<file path="config.mk">
export PLATFORM = sky130hd
export DESIGN_NAME = rsz_axis
export DESIGN_NICKNAME = d
export VERILOG_FILES = /design/src/rtl/rsz_pkg.sv /design/src/rtl/rsz_axis.sv
export SDC_FILE = /design/constraint.sdc
export NUM_CORES = 2
export LEC_CHECK = 0
export BUFFER_PORTS_ARGS = -buffer_cell sky130_fd_sc_hd__buf_2
export CELL_PAD_IN_SITES_DETAIL_PLACEMENT = 1
export CELL_PAD_IN_SITES_GLOBAL_PLACEMENT = 2
export CORE_ASPECT_RATIO = 2
export CORE_UTILIZATION = 38
export DETAILED_ROUTE_END_ITERATION = 12
export GPL_ROUTABILITY_DRIVEN = 0
export PLACE_DENSITY = 0.79
export SYNTH_ARGS = -nofsm -noshare
export SYNTH_HDL_FRONTEND = slang
export SYNTH_SLANG_ARGS = --single-unit
</file>
<file path="constraint.sdc">
create_clock -name i_clk -period 6.6 [get_ports i_clk]
set_clock_uncertainty 0.05 [all_clocks]
set_input_delay 0.99 -clock i_clk [delete_from_list [all_inputs] [get_ports i_clk]]
set_output_delay 0.99 -clock i_clk [all_outputs]
set_load 0.05 [all_outputs]
</file>
<file path="src/rtl/rsz_pkg.sv">
// Shared types and constants of the bicubic resizer.
// Used by rsz_axis and bicubic_image_resize; depends on nothing.
`default_nettype none
package rsz_pkg;
    localparam int MAX_SRC_W   = 256;
    localparam int MAX_SRC_H   = 256;
    localparam int MAX_DST     = 1024;
    localparam int POS_W       = 8;
    localparam int WGT_W       = 18;
    localparam int DIV_W       = 34;
    localparam int FRAC_W      = 16;
    localparam int NUM_TAPS    = 16;

    localparam logic [1:0] CFG_SRC_W = 2'd0;
    localparam logic [1:0] CFG_SRC_H = 2'd1;
    localparam logic [1:0] CFG_DST_W = 2'd2;
    localparam logic [1:0] CFG_DST_H = 2'd3;

    localparam logic REQ_LOAD    = 1'b0;
    localparam logic REQ_COMPUTE = 1'b1;

    typedef enum logic [2:0] {
        AX_IDLE, AX_DIV, AX_SQ, AX_CUBE, AX_WT, AX_DONE
    } t_axis_state;

    typedef enum logic [1:0] {
        ST_IDLE, ST_AXIS, ST_TAPS, ST_HOLD
    } t_rsz_state;

    typedef struct packed {
        logic [3:0][WGT_W-1:0] w;
        logic [3:0][POS_W-1:0] pos;
    } t_axis_res;
endpackage
`default_nettype wire

</file>
<file path="src/rtl/rsz_axis.sv">
// One axis of the resizer: source position by a bit-serial divider, then
// the four kernel weights and clamped tap positions. Depends on rsz_pkg.
`default_nettype none
module rsz_axis (
    input  wire logic                 i_clk,
    input  wire logic                 i_rst_n,
    input  wire logic                 i_start,
    input  wire logic [9:0]           i_idx,
    input  wire logic [8:0]           i_src,
    input  wire logic [10:0]          i_dst,
    output logic                      o_done,
    output rsz_pkg::t_axis_res        o_res
);
    rsz_pkg::t_axis_state r_state, n_state;
    logic [rsz_pkg::DIV_W-1:0] r_num, r_quo;
    logic [10:0] r_rem, r_dst;
    logic [8:0]  r_src;
    logic [5:0]  r_cnt;
    logic [31:0] r_f2;
    logic [47:0] r_f3;
    rsz_pkg::t_axis_res r_res;

    logic [11:0] trial;
    logic        qbit;
    logic [15:0] f;
    logic [17:0] p;
    logic signed [53:0] x0, x1, x2, x3, f3s, f2s, f1s;
    logic [18:0] s1, pe, c [4];
    rsz_pkg::t_axis_res n_res;

    assign trial = {r_rem, r_num[rsz_pkg::DIV_W-1]};
    assign qbit  = (trial >= {1'b0, r_dst});
    assign f     = r_quo[rsz_pkg::FRAC_W-1:0];
    assign p     = r_quo[rsz_pkg::DIV_W-1:rsz_pkg::FRAC_W];

    always_comb begin
        f3s = $signed({6'd0, r_f3});
        f2s = $signed({6'd0, r_f2, 16'd0});
        f1s = $signed({6'd0, f, 32'd0});
        x0 = -f3s + 2 * f2s - f1s + (54'sd1 <<< 32);
        x1 = 3 * f3s - 5 * f2s + (54'sd2 <<< 48) + (54'sd1 <<< 32);
        x2 = -3 * f3s + 4 * f2s + f1s + (54'sd1 <<< 32);
        x3 = f3s - f2s + (54'sd1 <<< 32);
        n_res.w[0] = x0[33 +: rsz_pkg::WGT_W];
        n_res.w[1] = x1[33 +: rsz_pkg::WGT_W];
        n_res.w[2] = x2[33 +: rsz_pkg::WGT_W];
        n_res.w[3] = x3[33 +: rsz_pkg::WGT_W];
        s1 = {10'd0, r_src} - 19'd1;
        pe = {1'b0, p};
        c[0] = (pe == 19'd0) ? pe : pe - 19'd1;
        c[1] = pe;
        if (pe >= s1) begin
            c[2] = pe;
            c[3] = pe;
        end else begin
            c[2] = pe + 19'd1;
            c[3] = (pe == s1 - 19'd1) ? pe + 19'd1 : pe + 19'd2;
        end
        for (int i = 0; i < 4; i++) begin
            n_res.pos[i] = (c[i] > s1) ? s1[rsz_pkg::POS_W-1:0]
                                       : c[i][rsz_pkg::POS_W-1:0];
        end
    end

    always_comb begin
        n_state = r_state;
        unique case (r_state)
            rsz_pkg::AX_IDLE, rsz_pkg::AX_DONE: begin
                if (i_start) n_state = rsz_pkg::AX_DIV;
            end
            rsz_pkg::AX_DIV: begin
                if (r_cnt == 6'(rsz_pkg::DIV_W - 1)) n_state = rsz_pkg::AX_SQ;
            end
            rsz_pkg::AX_SQ:   n_state = rsz_pkg::AX_CUBE;
            rsz_pkg::AX_CUBE: n_state = rsz_pkg::AX_WT;
            rsz_pkg::AX_WT:   n_state = rsz_pkg::AX_DONE;
            default:          n_state = rsz_pkg::AX_IDLE;
        endcase
    end

    always_comb begin
        o_done = (r_state == rsz_pkg::AX_DONE);
        o_res  = r_res;
    end

    always_ff @(posedge i_clk) begin
        if (!i_rst_n) begin
            r_state <= rsz_pkg::AX_IDLE;
        end else begin
            r_state <= n_state;
        end
    end

    always_ff @(posedge i_clk) begin
        unique case (r_state)
            rsz_pkg::AX_IDLE, rsz_pkg::AX_DONE: begin
                r_num <= {8'(i_idx * i_src) == 8'd0 ? 18'(i_idx * i_src)
                                                    : 18'(i_idx * i_src), 16'd0};
                r_rem <= '0;
                r_cnt <= '0;
                r_dst <= i_dst;
                r_src <= i_src;
            end
            rsz_pkg::AX_DIV: begin
                r_num <= {r_num[rsz_pkg::DIV_W-2:0], 1'b0};
                r_quo <= {r_quo[rsz_pkg::DIV_W-2:0], qbit};
                r_rem <= qbit ? 11'(trial - {1'b0, r_dst}) : trial[10:0];
                r_cnt <= r_cnt + 6'd1;
            end
            rsz_pkg::AX_SQ:   r_f2 <= f * f;
            rsz_pkg::AX_CUBE: r_f3 <= r_f2 * f;
            rsz_pkg::AX_WT:   r_res <= n_res;
            default: ;
        endcase
    end
endmodule
`default_nettype wire

</file>
==> impl_metrics.tcl <==
set metrics [dict create \
    startpoint_type "flop" \
    crit_path_start "r_quo[1]" \
    maxSlewViolCount 0 \
    setup_slack_ns -0.1600 \
    crit_top_cell "fa_1" \
    die_h_um 527.8 \
    synth_cell_types 94 \
    pre_cts_slack_ns -0.8994 \
    worstHoldPathType "reg -> reg" \
    dp.cells 7884 \
    tns_ns -0.7558 \
    whs_ns 0.4694 \
    area_delta_synth_final_pct 17.44 \
    powerDensity_nw_per_um2 436.8 \
    end_kind "flop" \
    start_util_pct 38.35 \
    first_pass_iters 5 \
    ys_ff_latch 274 \
    rows 192 \
    yosysWarnings 0 \
    reg2reg_from "r_quo[1]" \
    fin_crit_ns 6.760 \
    routed_wl_um 194100 \
    critical_path.slowest_cell "fa_1" \
    ctsHoldBuffers 0 \
    dieArea_um2 139800 \
    core-area_um2 136900 \
    synth-async-reset-ratio_pct 0 \
    ir_worst_vdd_mv 0.7377 \
    synthCells 5742 \
    grt_pass1_wl_um 290000 \
    leakage_nw 30.62 \
    synth_edf_count 271 \
    nFillCells 15929 \
    ys.flop_type "edfxtp_1" \
    status "finished, violations left" \
    violations "negative setup slack" \
    drc_errors 0 \
    cts_root_buf "clkbuf_16" \
    pin_count 138 \
    drtIter0Drc 1503 \
    dr_total_vias 43459 \
    cp-endpoint "r_f3[46]" \
    fmaxAchievable_ghz 0.1479 \
    finalCritPeriodShare_pct 102.4 \
    hpwl_um 163500 \
    required_ns 6.93 \
    hold_viol 0 \
    max_cap_violations 0 \
    io_buffers 137 \
    synth_area_um2 52520 \
    design_area_um2 61680 \
    regToRegEndpoint "r_f3[46]" \
    grt_max_degree 64 \
    post_drt_wl_per_cell_um 24.11 \
    seqCellArea_um2 8198 \
    multi_input_area_um2 40220 \
    relSlewSlack_pct 20.20 \
    setup_viol 11 \
    postSynthAreaPerCell_um2 9.146 \
    hold_depth 2 \
    cts.sinks 274 \
    place_area_um2 58100 \
    drive_above_1_share_pct 16.05 \
    ant_nets 0 \
    clkLatencyLatePin_ns 0.62 \
    cts_tree "built" \
    grt_usage_pct 27.81 \
    rsz0062_at_grt "yes" \
    cts_buffers 36 \
    antenna_found_initial 2 \
    grt.overflow.total 0 \
    critPathMaxStageDelay_ns 0.55 \
    nNetsFinal 7845 \
    grt_pass1_vias 49900 \
    p_total_mw 26.94 \
    ctsHtreeMaxLevel 2 \
    vias_per_cell 5.398 \
    r2r_setup_slack_ns -0.16 \
    arrival_ns 7.09 \
    die_w_um 264.9 \
    cts.path.max_buffers 3 \
    finalNonFillerCells 8051 \
    final_core_util_pct 45.04 \
    clk_pin_slew_ns 0.07 \
    crit_path_max_fanout 3 \
    seq_area_frac_synth_pct 15.61 \
    reg2regPathDepth 28 \
    worstSetupPathType "reg -> reg" \
    worstMarginPinSlew_ns 1.195 \
]
## layer usage
layer	share of wire, %	GRT usage, %	routed length (um)	vias to the layer above
met5	0	0	0	-
met4	11	25.59	21790	0
met3	3.1	3.055	5960	697
met2	56	55.51	108500	1007
met1	30	23.28	57790	22127
li1	-	-	-	19628
## cell type report
class,instances,share of cell area [%]
Sequential cell,274,13.29
Inverter,1194,7.337
Clock buffer,40,1.554
Clock inverter,26,0.5538
Timing Repair Buffer,661,8.516
Tap cell,1746,3.542
Multi-Input combinational cell,4109,65.20
Antenna cell,1,0.004057
## cells by family (layout without fill, tap and decap cells)
family                   Yosys count  in the layout  share of synthesized area, %
XOR/XNOR                         249            249                         4.188
AND/OR/NAND/NOR                 1515           1515                         13.14
buffers and inverters           1365           1921                         9.808
flip-flops                       274            274                         15.61
multiplexers                      30             30                        0.6194
AO/OA/AOI/OAI                    770            770                         9.618
other                              2              9                       0.01430
adder cells (fa/ha/maj)         1537           1537                         47.00
## critical path, delay by kind of cell (launching register included)
kind            cells  cell delay (ns)
fa+ha+maj           7             3.39
compound gates      3             0.63
simple gates        8             0.97
flops               1             0.41
buf+inv            10             1.04
## cell usage in the layout, fill, tap and decap left out, types with 22 or more instances in the layout
cell,Yosys,layout
xor2_1,90,89
xnor2_1,158,158
and2_1,62,60
buf_4,2,430
nand2_1,601,576
fa_1,727,700
o21ai_0,131,114
edfxtp_1,271,271
a211oi_1,29,25
ha_1,809,782
a21o_1,119,119
inv_1,1183,1136
nor2_1,417,391
o21bai_1,27,26
and3_1,35,32
buf_12,0,25
o21a_1,47,47
nand2_2,1,22
nand3_1,86,83
buf_6,2,58
nand4_1,59,59
a21oi_1,217,194
inv_2,6,44
nand2b_1,39,39
buf_2,4,137
nor3_1,58,56
nor2b_1,46,44
clkbuf_16,0,40
a31oi_1,27,23
fa_2,0,27
## flip-flops by register name, summed over array words and instances (netlist names)
name and count:
o_res 103, r_state 3, r_quo 34, r_num 18
r_cnt 6, r_rem 11, r_dst 11, r_src 9
r_f2 31, r_f3 48
## cell usage after synthesis, drive strengths merged, types with 39 or more instances
library cell | count | area share [%]
a21oi | 218 | 2.1
and2 | 62 | 0.74
edfxtp | 271 | 15
xnor2 | 159 | 2.7
nor2 | 418 | 3.0
ha | 809 | 19
nand2b | 39 | 0.46
clkbuf | 146 | 1.0
fa | 727 | 28
xor2 | 90 | 1.5
nand3 | 86 | 0.82
o21a | 47 | 0.67
a21o | 119 | 1.7
inv | 1189 | 8.5
nor2b | 46 | 0.55
nand2 | 602 | 4.3
o21ai | 135 | 1.3
nor3 | 59 | 0.57
nand4 | 59 | 0.70
## worst min path at each step
stage	start	end	slack (ns)
finish	r_num[19]	r_num[20]	0.47
CTS	r_num[18]	r_num[19]	0.48
global route	r_num[18]	r_num[19]	0.50
detailed placement	r_num[18]	r_num[19]	0.46
floorplan	r_quo[23]	r_quo[24]	0.37
global placement	r_num[18]	r_num[19]	0.44
## where the power goes
group          internal [mW]  total, mW  switching [mW]  leakage [nW]
clock                   1.30       2.27           0.966         0.631
sequential              2.74       2.80          0.0585          2.59
combinational           10.0       21.9            11.9          27.4
total                   14.1       26.9            12.9          30.6
## what timing repair did
action                                  4_1_cts  5_1_grt
buffers inserted                             41       61
cloned                                        0        2
pin swaps                                    23       92
endpoints found under the setup margin       41       47
resized for setup                           119      276
Note: power is estimated with default switching activity, not from simulation.
